### src/wsfd_pkg.sv
// ----------------------------------------------------------------------------
// wsfd_pkg
// Types and constants shared by the frame deframer modules.
// ----------------------------------------------------------------------------
package wsfd_pkg;

  typedef enum logic [2:0] {
    PH_HDR0    = 3'd0,
    PH_HDR1    = 3'd1,
    PH_EXTLEN  = 3'd2,
    PH_MASK    = 3'd3,
    PH_PAYLOAD = 3'd4
  } phase_t;

  localparam logic [1:0] KIND_BYTE  = 2'd0;
  localparam logic [1:0] KIND_EMPTY = 2'd1;
  localparam logic [1:0] KIND_CLOSE = 2'd2;

  localparam logic [3:0] OPC_DATA_MAX = 4'd2;
  localparam logic [3:0] OPC_CLOSE    = 4'd8;

  localparam logic [6:0] LEN7_EXT16 = 7'd126;
  localparam logic [6:0] LEN7_EXT64 = 7'd127;

  localparam logic [2:0] EXT16_COUNT = 3'd1;
  localparam logic [2:0] EXT64_COUNT = 3'd7;
  localparam logic [2:0] KEY_COUNT   = 3'd3;

  localparam int QUEUE_DEPTH = 2;
  localparam int QUEUE_AW    = $clog2(QUEUE_DEPTH);

  // one result on its way from parser to output stage
  typedef struct packed {
    logic [1:0] kind;
    logic [3:0] opcode;
    logic [7:0] data;
    logic [7:0] key;
    logic       last;
  } op_t;

endpackage

### src/wsfd_in_if.sv
// ----------------------------------------------------------------------------
// wsfd_in_if
// Byte stream channel into the deframer.
// ----------------------------------------------------------------------------
interface wsfd_in_if;
  logic       valid;
  logic       ready;
  logic [7:0] rx_byte;

  modport source (output valid, output rx_byte, input ready);
  modport sink (input valid, input rx_byte, output ready);
endinterface

### src/wsfd_out_if.sv
// ----------------------------------------------------------------------------
// wsfd_out_if
// Result channel out of the deframer.
// ----------------------------------------------------------------------------
interface wsfd_out_if;
  logic       valid;
  logic       ready;
  logic [1:0] kind;
  logic [3:0] frame_opcode;
  logic [7:0] payload_byte;
  logic       last_in_frame;

  modport source (output valid, output kind, output frame_opcode, output payload_byte,
                  output last_in_frame, input ready);
  modport sink (input valid, input kind, input frame_opcode, input payload_byte,
                input last_in_frame, output ready);
endinterface

### src/wsfd_front.sv
// ----------------------------------------------------------------------------
// wsfd_front
// Header parser: tracks frame phase, length and mask key, and queues one
// result request per byte that produces one.
// ----------------------------------------------------------------------------
module wsfd_front
  import wsfd_pkg::*;
#(
  parameter int LENGTH_BITS = 64
) (
  input  logic       clk,
  input  logic       rst_n,
  input  logic       in_valid,
  input  logic [7:0] in_byte,
  output logic       in_ready,
  input  logic       q_full,
  output logic       push,
  output op_t        push_op
);

  phase_t                 phase_r, phase_nxt;
  logic [3:0]             opcode_r, opcode_nxt;
  logic                   masked_r, masked_nxt;
  logic [2:0]             hcnt_r, hcnt_nxt;
  logic [LENGTH_BITS-1:0] rem_r, rem_nxt;
  logic [3:0][7:0]        key_r, key_nxt;
  logic [1:0]             midx_r, midx_nxt;

  logic accept;
  logic len_done;
  logic hdr_done;
  logic is_data;
  logic last;

  assign in_ready = !q_full;
  assign accept   = in_valid && in_ready;
  assign is_data  = (opcode_r <= OPC_DATA_MAX);

  always_ff @(posedge clk) begin
    if (!rst_n) begin
      phase_r  <= PH_HDR0;
      opcode_r <= '0;
      masked_r <= 1'b0;
      hcnt_r   <= '0;
      rem_r    <= '0;
      key_r    <= '0;
      midx_r   <= '0;
    end else begin
      phase_r  <= phase_nxt;
      opcode_r <= opcode_nxt;
      masked_r <= masked_nxt;
      hcnt_r   <= hcnt_nxt;
      rem_r    <= rem_nxt;
      key_r    <= key_nxt;
      midx_r   <= midx_nxt;
    end
  end

  always_comb begin
    phase_nxt  = phase_r;
    opcode_nxt = opcode_r;
    masked_nxt = masked_r;
    hcnt_nxt   = hcnt_r;
    rem_nxt    = rem_r;
    key_nxt    = key_r;
    midx_nxt   = midx_r;
    len_done   = 1'b0;
    hdr_done   = 1'b0;
    last       = 1'b0;
    push       = 1'b0;
    push_op    = '0;
    push_op.opcode = opcode_r;

    if (accept) begin
      case (phase_r)
        PH_HDR1: begin
          masked_nxt = in_byte[7];
          key_nxt    = '0;
          rem_nxt    = '0;
          if (in_byte[6:0] == LEN7_EXT16) begin
            phase_nxt = PH_EXTLEN;
            hcnt_nxt  = EXT16_COUNT;
          end else if (in_byte[6:0] == LEN7_EXT64) begin
            phase_nxt = PH_EXTLEN;
            hcnt_nxt  = EXT64_COUNT;
          end else begin
            rem_nxt  = {{(LENGTH_BITS-7){1'b0}}, in_byte[6:0]};
            len_done = 1'b1;
          end
        end
        PH_EXTLEN: begin
          rem_nxt = {rem_r[LENGTH_BITS-9:0], in_byte};
          if (hcnt_r == '0) begin
            len_done = 1'b1;
          end else begin
            hcnt_nxt = hcnt_r - 3'd1;
          end
        end
        PH_MASK: begin
          key_nxt = {key_r[2:0], in_byte};
          if (hcnt_r == '0) begin
            hdr_done = 1'b1;
          end else begin
            hcnt_nxt = hcnt_r - 3'd1;
          end
        end
        PH_PAYLOAD: begin
          midx_nxt = midx_r + 2'd1;
          rem_nxt  = rem_r - LENGTH_BITS'(1);
          last     = (rem_r == LENGTH_BITS'(1));
          if (last) begin
            phase_nxt = PH_HDR0;
          end
          if (is_data) begin
            push         = 1'b1;
            push_op.kind = KIND_BYTE;
            push_op.data = in_byte;
            push_op.key  = masked_r ? key_r[~midx_r] : 8'd0;
            push_op.last = last;
          end else if (opcode_r == OPC_CLOSE && last) begin
            push         = 1'b1;
            push_op.kind = KIND_CLOSE;
            push_op.last = 1'b1;
          end
        end
        default: begin
          opcode_nxt = in_byte[3:0];
          phase_nxt  = PH_HDR1;
        end
      endcase

      if (len_done) begin
        if (masked_nxt) begin
          phase_nxt = PH_MASK;
          hcnt_nxt  = KEY_COUNT;
        end else begin
          hdr_done = 1'b1;
        end
      end

      if (hdr_done) begin
        midx_nxt = '0;
        if (rem_nxt == '0) begin
          phase_nxt = PH_HDR0;
          if (is_data) begin
            push         = 1'b1;
            push_op.kind = KIND_EMPTY;
            push_op.last = 1'b1;
          end else if (opcode_r == OPC_CLOSE) begin
            push         = 1'b1;
            push_op.kind = KIND_CLOSE;
            push_op.last = 1'b1;
          end
        end else begin
          phase_nxt = PH_PAYLOAD;
        end
      end
    end
  end

endmodule

### src/wsfd_queue.sv
// ----------------------------------------------------------------------------
// wsfd_queue
// Short queue of result requests between parser and output stage.
// ----------------------------------------------------------------------------
module wsfd_queue
  import wsfd_pkg::*;
(
  input  logic clk,
  input  logic rst_n,
  input  logic push,
  input  op_t  push_op,
  output logic full,
  input  logic pop,
  output logic pop_valid,
  output op_t  pop_op
);

  op_t                 entry_r [QUEUE_DEPTH];
  logic [QUEUE_AW-1:0] wr_ptr_r, wr_ptr_nxt;
  logic [QUEUE_AW-1:0] rd_ptr_r, rd_ptr_nxt;
  logic [QUEUE_AW:0]   count_r, count_nxt;
  logic                do_pop;

  assign full      = (count_r == (QUEUE_AW+1)'(QUEUE_DEPTH));
  assign pop_valid = (count_r != '0);
  assign pop_op    = entry_r[rd_ptr_r];
  assign do_pop    = pop && pop_valid;

  always_comb begin
    wr_ptr_nxt = wr_ptr_r;
    rd_ptr_nxt = rd_ptr_r;
    count_nxt  = count_r;
    if (push) begin
      wr_ptr_nxt = (wr_ptr_r == QUEUE_AW'(QUEUE_DEPTH - 1)) ? '0 : wr_ptr_r + QUEUE_AW'(1);
    end
    if (do_pop) begin
      rd_ptr_nxt = (rd_ptr_r == QUEUE_AW'(QUEUE_DEPTH - 1)) ? '0 : rd_ptr_r + QUEUE_AW'(1);
    end
    case ({push, do_pop})
      2'b10:   count_nxt = count_r + (QUEUE_AW+1)'(1);
      2'b01:   count_nxt = count_r - (QUEUE_AW+1)'(1);
      default: count_nxt = count_r;
    endcase
  end

  always_ff @(posedge clk) begin
    if (!rst_n) begin
      wr_ptr_r <= '0;
      rd_ptr_r <= '0;
      count_r  <= '0;
    end else begin
      wr_ptr_r <= wr_ptr_nxt;
      rd_ptr_r <= rd_ptr_nxt;
      count_r  <= count_nxt;
    end
  end

  always_ff @(posedge clk) begin
    if (push) begin
      entry_r[wr_ptr_r] <= push_op;
    end
  end

endmodule

### src/wsfd_back.sv
// ----------------------------------------------------------------------------
// wsfd_back
// Output stage: unmasks payload bytes and holds the result register.
// ----------------------------------------------------------------------------
module wsfd_back
  import wsfd_pkg::*;
(
  input  logic       clk,
  input  logic       rst_n,
  input  logic       q_valid,
  input  op_t        q_op,
  output logic       q_pop,
  output logic       out_valid,
  input  logic       out_ready,
  output logic [1:0] out_kind,
  output logic [3:0] out_frame_opcode,
  output logic [7:0] out_payload_byte,
  output logic       out_last_in_frame
);

  logic       valid_r, valid_nxt;
  logic [1:0] kind_r;
  logic [3:0] opcode_r;
  logic [7:0] byte_r;
  logic       last_r;

  assign q_pop     = q_valid && (!valid_r || out_ready);
  assign valid_nxt = q_pop || (valid_r && !out_ready);

  always_ff @(posedge clk) begin
    if (!rst_n) begin
      valid_r <= 1'b0;
    end else begin
      valid_r <= valid_nxt;
    end
  end

  always_ff @(posedge clk) begin
    if (q_pop) begin
      kind_r   <= q_op.kind;
      opcode_r <= q_op.opcode;
      byte_r   <= q_op.data ^ q_op.key;
      last_r   <= q_op.last;
    end
  end

  assign out_valid         = valid_r;
  assign out_kind          = kind_r;
  assign out_frame_opcode  = opcode_r;
  assign out_payload_byte  = byte_r;
  assign out_last_in_frame = last_r;

endmodule

### src/websocket_frame_deframer.sv
// ----------------------------------------------------------------------------
// websocket_frame_deframer
// Parses frames from a received byte stream and emits unmasked payload bytes,
// empty-frame markers and close requests.
// ----------------------------------------------------------------------------
// Takes one stream byte per cycle without gaps as long as results are drained;
// the header parser updates its length counter and key register in the cycle
// a byte is accepted. A result passes through a two-entry queue and the output
// register, and input stalls only when that queue is full. There is no clearing
// pass after reset.
module websocket_frame_deframer
  import wsfd_pkg::*;
#(
  parameter int LENGTH_BITS = 64
) (
  input logic        clk,
  input logic        rst_n,
  wsfd_in_if.sink    in_ch,
  wsfd_out_if.source out_ch
);

  logic q_full;
  logic push;
  op_t  push_op;
  logic q_valid;
  logic q_pop;
  op_t  q_op;

  wsfd_front #(
    .LENGTH_BITS (LENGTH_BITS)
  ) u_front (
    .clk      (clk),
    .rst_n    (rst_n),
    .in_valid (in_ch.valid),
    .in_byte  (in_ch.rx_byte),
    .in_ready (in_ch.ready),
    .q_full   (q_full),
    .push     (push),
    .push_op  (push_op)
  );

  wsfd_queue u_queue (
    .clk       (clk),
    .rst_n     (rst_n),
    .push      (push),
    .push_op   (push_op),
    .full      (q_full),
    .pop       (q_pop),
    .pop_valid (q_valid),
    .pop_op    (q_op)
  );

  wsfd_back u_back (
    .clk               (clk),
    .rst_n             (rst_n),
    .q_valid           (q_valid),
    .q_op              (q_op),
    .q_pop             (q_pop),
    .out_valid         (out_ch.valid),
    .out_ready         (out_ch.ready),
    .out_kind          (out_ch.kind),
    .out_frame_opcode  (out_ch.frame_opcode),
    .out_payload_byte  (out_ch.payload_byte),
    .out_last_in_frame (out_ch.last_in_frame)
  );

endmodule

### src/flat_wrapper.sv
// flat-port wrapper written by rule: the top's interface ports become plain ports
module websocket_frame_deframer_flat import wsfd_pkg::*;
#(
  parameter int LENGTH_BITS = 64
)
  (clk, rst_n, in_ch_valid, in_ch_rx_byte, in_ch_ready, out_ch_valid, out_ch_kind, out_ch_frame_opcode, out_ch_payload_byte, out_ch_last_in_frame, out_ch_ready);
  wsfd_in_if in_ch_i ();
  wsfd_out_if out_ch_i ();
  input logic clk;
  input logic rst_n;
  input wire logic [$bits(in_ch_i.valid)-1:0] in_ch_valid;
  input wire logic [$bits(in_ch_i.rx_byte)-1:0] in_ch_rx_byte;
  output wire logic [$bits(in_ch_i.ready)-1:0] in_ch_ready;
  output wire logic [$bits(out_ch_i.valid)-1:0] out_ch_valid;
  output wire logic [$bits(out_ch_i.kind)-1:0] out_ch_kind;
  output wire logic [$bits(out_ch_i.frame_opcode)-1:0] out_ch_frame_opcode;
  output wire logic [$bits(out_ch_i.payload_byte)-1:0] out_ch_payload_byte;
  output wire logic [$bits(out_ch_i.last_in_frame)-1:0] out_ch_last_in_frame;
  input wire logic [$bits(out_ch_i.ready)-1:0] out_ch_ready;
  assign in_ch_i.valid = in_ch_valid;
  assign in_ch_i.rx_byte = in_ch_rx_byte;
  assign in_ch_ready = in_ch_i.ready;
  assign out_ch_valid = out_ch_i.valid;
  assign out_ch_kind = out_ch_i.kind;
  assign out_ch_frame_opcode = out_ch_i.frame_opcode;
  assign out_ch_payload_byte = out_ch_i.payload_byte;
  assign out_ch_last_in_frame = out_ch_i.last_in_frame;
  assign out_ch_i.ready = out_ch_ready;
  websocket_frame_deframer #(.LENGTH_BITS(LENGTH_BITS)) u_core (.clk(clk), .rst_n(rst_n), .in_ch(in_ch_i), .out_ch(out_ch_i));
endmodule
### config.mk
export PLATFORM = sky130hd
export DESIGN_NAME = websocket_frame_deframer_flat
export DESIGN_NICKNAME = d
export VERILOG_FILES = /design/src/wsfd_pkg.sv /design/src/wsfd_in_if.sv /design/src/wsfd_out_if.sv /design/src/wsfd_front.sv /design/src/wsfd_queue.sv /design/src/wsfd_back.sv /design/src/websocket_frame_deframer.sv /design/src/flat_wrapper.sv
export SDC_FILE = /design/constraint.sdc
export NUM_CORES = 1
export LEC_CHECK = 0
export ABC_AREA = 1
export BUFFER_PORTS_ARGS = -buffer_cell sky130_fd_sc_hd__buf_2
export CAP_MARGIN = 20
export CORE_AREA = 5 5 161 163
export CTS_CLUSTER_SIZE = 10
export DETAILED_ROUTE_END_ITERATION = 8
export DIE_AREA = 0 0 166 168
export HOLD_SLACK_MARGIN = 0.05
export SYNTH_ARGS = -nofsm -noshare
export SYNTH_HDL_FRONTEND = slang
export SYNTH_SLANG_ARGS = --single-unit
### constraint.sdc
create_clock -name clk -period 6 [get_ports clk]
set_input_delay 0.6 -clock clk [delete_from_list [all_inputs] [get_ports clk]]
set_output_delay 0.6 -clock clk [all_outputs]
set_load 0.01 [all_outputs]
==> results of run 1 <==
-- power by group through the flow --
stage | sequential (W) | clock [W] | combinational, W
floorplan | 0.00172 | 0 | 0.00156
global placement | 0.00179 | 0 | 0.00206
detailed placement | 0.00179 | 0 | 0.00208
CTS | 0.00176 | 0.00117 | 0.00208
global route | 0.00181 | 0.00122 | 0.00238
finish | 0.00177 | 0.00115 | 0.00209
-- worst max path at each step --
stage	startpoint	to	slack [ps]
after floorplan	u_core.u_front.rem_r[0]	u_core.u_queue.entry_r[0][0]	2540
after global placement	u_core.u_front.phase_r[1]	u_core.u_queue.entry_r[0][1]	1950
after detailed placement	u_core.u_front.phase_r[1]	u_core.u_queue.entry_r[1][1]	2090
after CTS	u_core.u_front.phase_r[1]	u_core.u_queue.entry_r[1][5]	2080
after global routing	u_core.u_front.phase_r[1]	u_core.u_queue.entry_r[1][6]	1740
final	u_core.u_front.phase_r[1]	u_core.u_queue.entry_r[1][2]	2140
-- kinds of logic (layout without fill, tap and decap cells) --
| family | Yosys count | count (layout) |
|---|---|---|
| and+or+nand+nor | 833 | 833 |
| AOI/OAI and AO/OA | 305 | 305 |
| buffers and inverters | 238 | 243 |
| DFF | 176 | 176 |
| xor gates and xnor gates | 16 | 16 |
| muxes | 7 | 7 |
| adders and majority gates | 5 | 5 |
-- layout by cell type (no fill, tap or decap), types with 13 or more instances in the layout --
master	instances
sky130_fd_sc_hd__a21oi_1	120
sky130_fd_sc_hd__nor2_1	214
sky130_fd_sc_hd__o211ai_1	18
sky130_fd_sc_hd__edfxtp_1	61
sky130_fd_sc_hd__dfxtp_1	115
sky130_fd_sc_hd__o21ai_0	147
sky130_fd_sc_hd__nand4_1	13
sky130_fd_sc_hd__inv_1	166
sky130_fd_sc_hd__nor2_4	14
sky130_fd_sc_hd__nand2_1	376
sky130_fd_sc_hd__clkbuf_16	17
sky130_fd_sc_hd__buf_2	28
sky130_fd_sc_hd__nand3_1	135
sky130_fd_sc_hd__nor2_2	18
sky130_fd_sc_hd__nand2_2	14
-- final cells by class --
class                   count  area share
clock buffers              17      0.0362
clock inverters            15      0.0151
inverters                 175      0.0558
repair buffers             36      0.0187
flip-flops and latches    176       0.351
well taps                 324      0.0345
multi-input cells        1166       0.488
-- sequential cells by signal, summed over array words and instances (netlist names), named ones only --
| register | cells |
|---|---|
| u_core.u_back.out_frame_opcode | 4 |
| u_core.u_back.out_kind | 2 |
| u_core.u_back.out_last_in_frame | 1 |
| u_core.u_back.out_payload_byte | 8 |
| u_core.u_back.out_valid | 1 |
| u_core.u_front.hcnt_r | 3 |
| u_core.u_front.key_r | 32 |
| u_core.u_front.masked_r | 1 |
| u_core.u_front.midx_r | 2 |
| u_core.u_front.opcode_r | 4 |
| u_core.u_front.phase_r | 3 |
| u_core.u_front.rem_r | 64 |
| u_core.u_queue.count_r | 2 |
| u_core.u_queue.entry_r | 46 |
| u_core.u_queue.rd_ptr_r | 1 |
| u_core.u_queue.wr_ptr_r | 1 |
-- per-stage QoR --
stage                     power [W]  utilization  instance area [sq um]
after floorplan             0.00328            -                  10800
after global placement      0.00385        0.460                  11100
after detailed placement    0.00386        0.461                  11100
after CTS                   0.00502        0.486                  11700
after global routing        0.00540        0.487                  11800
final                       0.00500        0.487                  11800
-- metal layers --
metal	wire length [microns]	part of all wire	GRT usage	vias to the layer above
met5	0	0	0	-
met4	572	0.019	0.0617	0
met3	1700	0.055	0.0352	42
met2	13400	0.43	0.336	281
met1	15200	0.49	0.328	4759
li1	-	-	-	5178
-- critical path: stages (launching register included) --
cell and delay (ps):
sky130_fd_sc_hd__dfxtp_1 320, sky130_fd_sc_hd__buf_4 250, sky130_fd_sc_hd__nor3_2 230, sky130_fd_sc_hd__nor2_1 80, sky130_fd_sc_hd__nand2_2 90, sky130_fd_sc_hd__nand2_4 420
sky130_fd_sc_hd__inv_1 240, sky130_fd_sc_hd__o21ai_0 110, sky130_fd_sc_hd__nand2_1 70, sky130_fd_sc_hd__nand3_1 80, sky130_fd_sc_hd__nor2_1 130, sky130_fd_sc_hd__nand3_1 80
sky130_fd_sc_hd__nor2_1 90, sky130_fd_sc_hd__nand2_1 90, sky130_fd_sc_hd__nor2_2 150, sky130_fd_sc_hd__nand3_2 120, sky130_fd_sc_hd__nand2_2 100, sky130_fd_sc_hd__nand3_1 80
sky130_fd_sc_hd__inv_1 710
==> summary by stage, run 1 <==
Logic synthesis
The area share of xor/xnor cells in the synthesized design is 0.0130. The post-synth net total is 1597. In the synthesized netlist the dominant register cell turns out to be sky130_fd_sc_hd__dfxtp_1. By area, the combinational part of the netlist is dominated by simple AND/OR/NAND/NOR gates. The leading area contributor after synthesis is sky130_fd_sc_hd__dfxtp_1. Of the total synthesized cell area, the portion taken by AND, OR, NAND and NOR gates is 0.354. In the post-synthesis netlist, the cell with the most instances is sky130_fd_sc_hd__nand2_1. The commonest cells after synthesis are sky130_fd_sc_hd__nand2_1, sky130_fd_sc_hd__nor2_1, sky130_fd_sc_hd__inv_1. The number of distinct library cell variants in the gate-level netlist after synthesis is 44.

The adder and majority cell fraction of the synthesized area is 0.00581. Of the post-synthesis cell area, the part taken by muxes is 0.00732. By area the synthesized netlist is led by sky130_fd_sc_hd__dfxtp_1, sky130_fd_sc_hd__edfxtp_1, sky130_fd_sc_hd__nand2_1, sky130_fd_sc_hd__nor2_1, sky130_fd_sc_hd__o21ai_0. The share of the Yosys chip area taken by registers is 0.384. Of the post-synthesis cell area, the dominant cell type holds 0.214.

The total number of yosys warnings is 0. Counting every instance in the synthesized netlist gives 1580. The fraction of the mapped netlist area in compound gates is 0.152. A synthesized cell averages 6.81 sq um. In this run the cell area of the synthesized design comes to 10800 sq um.

Yosys mapped a number of flops with a built-in enable equal to 61. In the synthesized netlist the async set-or-reset flop fraction comes to 0. The total of flip-flops plus latches after synthesis is 176.

Place
Before CTS, the worst setup slack after placement is 2090 ps. In this run, placement finished with an instance count of 1876. At the end of routability-driven placement, the weighted congestion stood at 0.891. The detailed placer's ending HPWL is 21500 microns. Port buffering added 28 buffers.

Clock tree
The clock edge transition at the registers on the reported setup and hold paths is 80 ps. The clock passes through at most 2 buffers. The number of buffers added by the clock tree synthesis step is 17. Post-CTS timing repair inserted 0 buffers for setup. The tree is rooted in a sky130_fd_sc_hd__clkbuf_16. The TritonCTS clock tree is yes. The count of instances resized after the clock tree is built is 0. Clock tree synthesis found a total of 176 sinks. The number of H-tree levels is 4. The clock latency at the later pin of the worst-skew pair is 440 ps. The number of hold buffers added after CTS was 0.

Floorplan
The core region is 24200 sq um. Measured along the y axis, the die boundary spans 168 microns. From left edge to right edge, the die measures 166 microns. The row count is 57.

The initial standard-cell utilization of the core is 0.445. The die area is 27900 sq um. The number of primary I/O pins is 29.

Worst setup path
The reg-to-reg endpoint is u_core.u_queue.entry_r[1][2]. The largest fanout on the critical path is 64. The worst setup path is launched from a register. The startpoint identified for the worst register-to-register timing path is u_core.u_front.phase_r[1]. The data arrival time of the worst path is 3930 ps. The worst reg2reg path depth is 18. The internal reg-to-reg setup slack is 2140 ps. The critical path is of the reg -> reg type. For the worst setup path, the data required time is 6070 ps. The kind of end point of the critical path is a register.

Timing
Adding up every negative setup slack in the final design gives 0 ps. The number of hold-slack violations in the final timing report was 0. On the final layout, the worst hold slack is 429 ps. The final critical-path share of the clock period is 0.643.

The number of max-slew violations in the final report is 0. The worst path needs 3860 ps of the cycle, external delays included. The headroom to the max-slew limit is 0.293. Setup repair after global routing left no endpoint under its margin. For the pin with the worst max-slew slack, the measured transition is 1060 ps. The post-layout worst setup margin is 2140 ps.

Derived from the worst setup path, the maximum achievable clock frequency is 0.259 GHz. Setup violations remaining at the end of the flow were counted as 0. The clock arrives with 12.0 ps of skew.

Power
The combinational group share of total power is 0.418. The clock share of power is 0.229. The peak supply drop is 0.154 mV. The power density over cell area is 425 nW/um^2. Of the total power, the share spent switching nets is 0.463.

The sequential cell fraction of total power is 0.353. The internal power summed over all cells is 0.00268 W. The net switching power is 0.00232 W. The static leakage is 5.08 nW.

Min path
The startpoint identified for the worst hold timing path is in_ch_rx_byte[7]. The number of instances on the worst hold path is 3. The worst hold path terminates at u_core.u_front.key_r[7]. The type of the worst min-delay path is in -> reg.

Flow run
The number of max-cap violations is 0.

Finish
The repair_antennas step left the layout with diodes totalling 0. The sequential standard cell area is 4130 sq um. The layout cell share with drive strength beyond 1 is 0.100. The number of nets in the finished design is 1589. The area added between synthesis and finish is 9.27%. Fill cells in the final layout number 2470.

The multi-input combinational cell area is 5740 sq um. The count of cells in the finished layout, fillers not included, comes to 1909.

Status
The run finished with clean final reports.

Route
The routed via count is 10260. The number of detailed-route iterations in the first pass is 5. Using the TritonRoute via totals, the vias-per-cell ratio works out to 5.37. The number of nets with antenna violations after routing is 0. The number of DRC violations after detailed-routing iteration 0 is 943. The final routed DRC violation total is 0. After detailed routing, the total wire length is 30800 microns. The wire length per cell is 16.1 microns.

Global route
The initial antenna violation count is 0. The largest net degree at the start of global routing is 116. The wire length of the first global-routing pass is 50300 microns. The number of global-route vias before repair was 9325.

The aggregate global routing overflow is 0. In the global route stage, overall resource usage came out at 0.222.
Note: power is estimated with default switching activity, not from simulation.
==> run 2: changes to the inputs <==
--- a/config.mk
+++ b/config.mk
@@ -5,13 +5,13 @@
 export SDC_FILE = /design/constraint.sdc
 export NUM_CORES = 1
 export LEC_CHECK = 0
-export ABC_AREA = 1
+export ABC_AREA = 0
 export BUFFER_PORTS_ARGS = -buffer_cell sky130_fd_sc_hd__buf_2
 export CAP_MARGIN = 20
-export CORE_AREA = 5 5 161 163
+export CORE_AREA = 5 5 165 167
 export CTS_CLUSTER_SIZE = 10
 export DETAILED_ROUTE_END_ITERATION = 8
-export DIE_AREA = 0 0 166 168
+export DIE_AREA = 0 0 170 172
 export HOLD_SLACK_MARGIN = 0.05
 export SYNTH_ARGS = -nofsm -noshare
 export SYNTH_HDL_FRONTEND = slang
==> constraint.sdc (replaced) <==
create_clock -name clk -period 3.6 [get_ports clk]
set_input_delay 0.36 -clock clk [delete_from_list [all_inputs] [get_ports clk]]
set_output_delay 0.36 -clock clk [all_outputs]
set_load 0.01 [all_outputs]
==> run 2 against run 1 <==
Setup slack worse by 2700 ps. Area after synthesis rose by 5.3%. The flow now finishes with violations (setup timing). Sequential power is 47% higher. Power is 150% higher. Fmax fell by 8.1%. Clock power grew 69%. Via count rose by 33%.
==> summary by stage, run 2 <==
Status
The run finished, with violations left. The final reports fail on setup timing.

Clock tree
The number of buffers added by the clock tree synthesis step is 17 (unchanged). TritonCTS built the clock tree. The maximum clock path buffer count is 2 (unchanged). The clock edge transition at the registers on the reported setup and hold paths is 80 ps (about the same). The number of H-tree levels is 4 (unchanged). The cts-stage hold buffer count is 0 (unchanged).

Clock tree synthesis selected as its root buffer the cell sky130_fd_sc_hd__clkbuf_16. The clock latency at the later pin of the worst-skew pair is 450 ps (about the same). The TritonCTS sink count is 176 (unchanged).

Logic synthesis
The portion of the post-synthesis area used by sequential elements is 0.365 (-0.0194). The synthesized netlist cell count is 1421 (-10%). The most used flip-flop cell after synthesis is sky130_fd_sc_hd__dfxtp_1.

The count of flip-flops with a built-in enable after synthesis is 61 (unchanged). The total of flip-flops plus latches after synthesis was 176 (unchanged). The total number of yosys warnings came to 0 (unchanged). The synthesized cell area is 11300 sq um (+5.3%). By area the synthesized netlist is led by sky130_fd_sc_hd__dfxtp_1, sky130_fd_sc_hd__edfxtp_1, sky130_fd_sc_hd__nand2_1, sky130_fd_sc_hd__nor2_1, sky130_fd_sc_hd__a21oi_1. The largest total area in the synthesized netlist belongs to sky130_fd_sc_hd__dfxtp_1. The post-synth net total is 1438 (-10%). The number of distinct library cell variants in the gate-level netlist after synthesis was 90 (+100%). By count the netlist is led by sky130_fd_sc_hd__nand2_1, sky130_fd_sc_hd__nor2_1, sky130_fd_sc_hd__clkbuf_1, sky130_fd_sc_hd__dfxtp_1, sky130_fd_sc_hd__a21oi_1. The average cell area after synthesis came to 7.98 sq um (+17%). The share of synthesized registers carrying an async set or reset is 0 (unchanged). The share of the synthesized area in the top cell type was 0.203 (-0.0108). The library cell with the highest instance count after synthesis is sky130_fd_sc_hd__nand2_1.

Route
The number of detailed-route iterations in the first pass is 6 (+1). The number of DRC violations after detailed-routing iteration 0 is 1903 (+100%). The sum of routed wire length over all layers was 55600 microns (+81%). The routed via count is 13648 (+33%). The wire length per cell is 26.1 microns (+62%). The final routed DRC violation total is 0 (unchanged). The number of nets with antenna violations after routing came to 0 (unchanged). The vias per cell is 6.40 (+19%).

Global route
The initial antenna violation count is 0 (unchanged). The wire length of the first global-routing pass is 81400 microns (+62%). The largest net degree at the start of global routing is 56 (-52%).

The aggregate global routing overflow was 0 (unchanged). The total global-route track usage is 0.372 (+0.151). The number of global-route vias before repair was 12720 (+36%).

Place
The detailed placer's ending HPWL is 41900 microns (+95%). The port buffer count is 28 (unchanged). The cell area after placement is 14900 sq um (+34%).

The count of placed standard cells including taps is 2084 (+11%). The final weighted congestion in routability-driven placement is 1.08 (+21%).

Timing
The minimum period implied by the final worst setup slack was 4200 ps (+340 ps). The top achievable clock speed is 0.238 GHz (-8.1%). The post-layout worst setup margin is -600 ps (-2740 ps).

Setup repair after global routing could not meet its margin everywhere. The worst-margin pin slew is 975 ps (-85.0 ps). The final critical-path share of the clock period was 1.17 (+0.523). The final hold slack is 300 ps (-129 ps). The headroom to the max-slew limit is 0.345 (+0.0517).

The worst clock skew is 16.8 ps (+4.84 ps). The number of hold-slack violations in the final timing report is 0 (unchanged). The number of max-slew violations in the final report was 0 (unchanged). The total setup violations reported at the end of the flow came to 56 (+56).

Finish
The cell area after layout is 16100 sq um (+37%). The layout cell share with drive strength beyond 1 is 0.356 (+0.256). The library cell used most frequently in the layout, excluding fill and tap cells, is sky130_fd_sc_hd__buf_4. The number of nets in the finished design is 1800 (+13%). The number of flip-flops under the largest register name is 64 (unchanged). Compared with the post-synthesis result, the final layout area differs by 41.7%.

The register with the most flip-flops is u_core.u_front.rem_r. The number of diodes added for antenna fixing is 0 (unchanged). The library cells used most frequently in the layout, excluding fill and tap cells, are sky130_fd_sc_hd__buf_4, sky130_fd_sc_hd__nand2_1, sky130_fd_sc_hd__nor2_1. In the final layout, the registers with the most flip-flops are u_core.u_front.rem_r (64), u_core.u_queue.entry_r (46), u_core.u_front.key_r (32). The filler-free cell count of the finished design was 2131 (+12%).

Floorplan
The area of the core region is 25600 sq um (+6.0%). The row count is 59 (+3.5%). The initial standard-cell utilization of the core is 0.443 (-0.00264). The die area is 29200 sq um (+4.8%). The height of the chip is 172 microns (+2.4%). The x dimension of the die came to 170 microns (+2.4%). The number of primary I/O pins came to 29 (unchanged).

Power
The power density over cell area came to 767 nW/um^2 (+80%). The peak supply drop was 0.563 mV (+260%). The static leakage was 6.46 nW (+27%).

Min path
The path class of the tightest hold or removal check is in -> reg.

Worst setup path
The largest fanout on the critical path is 12 (-81%). The type of the setup path with the least slack is reg -> reg. The kind of end point of the critical path is a register.

The data arrival time of the worst path is 4350 ps (+420 ps). The required time at the endpoint of the critical path is 3750 ps (-2320 ps). The kind of start point of the critical path is a register.

Flow run
The number of max-cap violations is 0 (unchanged).
## run 2: changes by cell type after synthesis, moves of 33 or more
cell,before,now
sky130_fd_sc_hd__nor4_1,1,61
sky130_fd_sc_hd__inv_1,166,21
sky130_fd_sc_hd__nor3_1,11,44
sky130_fd_sc_hd__nand2_1,377,150
sky130_fd_sc_hd__o21ai_0,147,72
sky130_fd_sc_hd__nand3_1,135,60
sky130_fd_sc_hd__nor2_1,216,148
sky130_fd_sc_hd__clkbuf_1,41,115
## run 2: per-stage QoR
stage | utilization | worst slack (ps) | total power, W | TNS [ps]
6_report | 0.627 | -600 | 0.0123 | -28540
5_1_grt | 0.627 | -714 | 0.0128 | -34440
4_1_cts | 0.621 | -567 | 0.0119 | -26020
3_5_place_dp | 0.583 | -800 | 0.00962 | -35510
3_3_place_gp | 0.583 | -763 | 0.00961 | -38230
2_1_floorplan | - | -365 | 0.00569 | -16900
## run 2: routing by layer
metal,track usage,share of wire,vias to the layer above
li1,-,-,6047
met5,0,0,-
met2,0.590,0.44,918
met4,0.171,0.060,0
met1,0.502,0.40,6480
met3,0.0601,0.097,203
## run 2: timing repair
item / CTS / global route
pin swaps: 17 / 8
cloned: 1 / 2
buffers inserted: 10 / 3
endpoints found under the setup margin: 56 / 56
gates resized for setup: 59 / 18
## run 2: worst paths after layout
check	start	end	slack (ps)	cells past startpoint
max	u_core.u_front.rem_r[16]	u_core.u_queue.entry_r[1][12]	-600	14
min	in_ch_rx_byte[0]	u_core.u_front.key_r[0]	300	3
max reg2reg	u_core.u_front.rem_r[16]	u_core.u_queue.entry_r[1][12]	-600	14
min reg2reg	u_core.u_front.key_r[30]	u_core.u_front.key_r[30]	460	2
## run 2: area by class of cell
type	count	area, sq um
Clock buffer	18	429
Multi-Input combinational cell	1079	7020
Fill cell	2271	9550
Clock inverter	14	163
Sequential cell	176	4150
Timing Repair Buffer	487	3810
Tap cell	335	419
Inverter	22	83.8
## run 2: cell families after synthesis
logic type | count (synthesis) | synth area share
AO/OA/AOI/OAI | 360 | 0.210
adder cells (fa/ha/maj) | 6 | 0.00640
flip-flops | 176 | 0.365
multiplexers | 25 | 0.0319
AND/OR/NAND/NOR | 654 | 0.304
buffers and inverters | 166 | 0.0575
XOR/XNOR | 34 | 0.0263
## run 2: power breakdown
| group | total, W | switching [W] | internal (W) |
|---|---|---|---|
| Sequential | 0.00260 | 0.000244 | 0.00235 |
| Combinational | 0.00778 | 0.00432 | 0.00347 |
| Clock | 0.00194 | 0.00100 | 0.000940 |
## run 2: worst max-delay path: stages, from the launching register on
cell,delay [ps]
sky130_fd_sc_hd__dfxtp_2,330
sky130_fd_sc_hd__buf_6,110
sky130_fd_sc_hd__or4_4,490
sky130_fd_sc_hd__or4_4,550
sky130_fd_sc_hd__or4_4,500
sky130_fd_sc_hd__xor2_2,200
sky130_fd_sc_hd__o2111ai_2,120
sky130_fd_sc_hd__o31ai_2,220
sky130_fd_sc_hd__or3b_4,420
sky130_fd_sc_hd__nor4_4,210
sky130_fd_sc_hd__buf_4,180
sky130_fd_sc_hd__nor2_4,50
sky130_fd_sc_hd__buf_4,160
sky130_fd_sc_hd__nor2_4,180
sky130_fd_sc_hd__buf_12,180
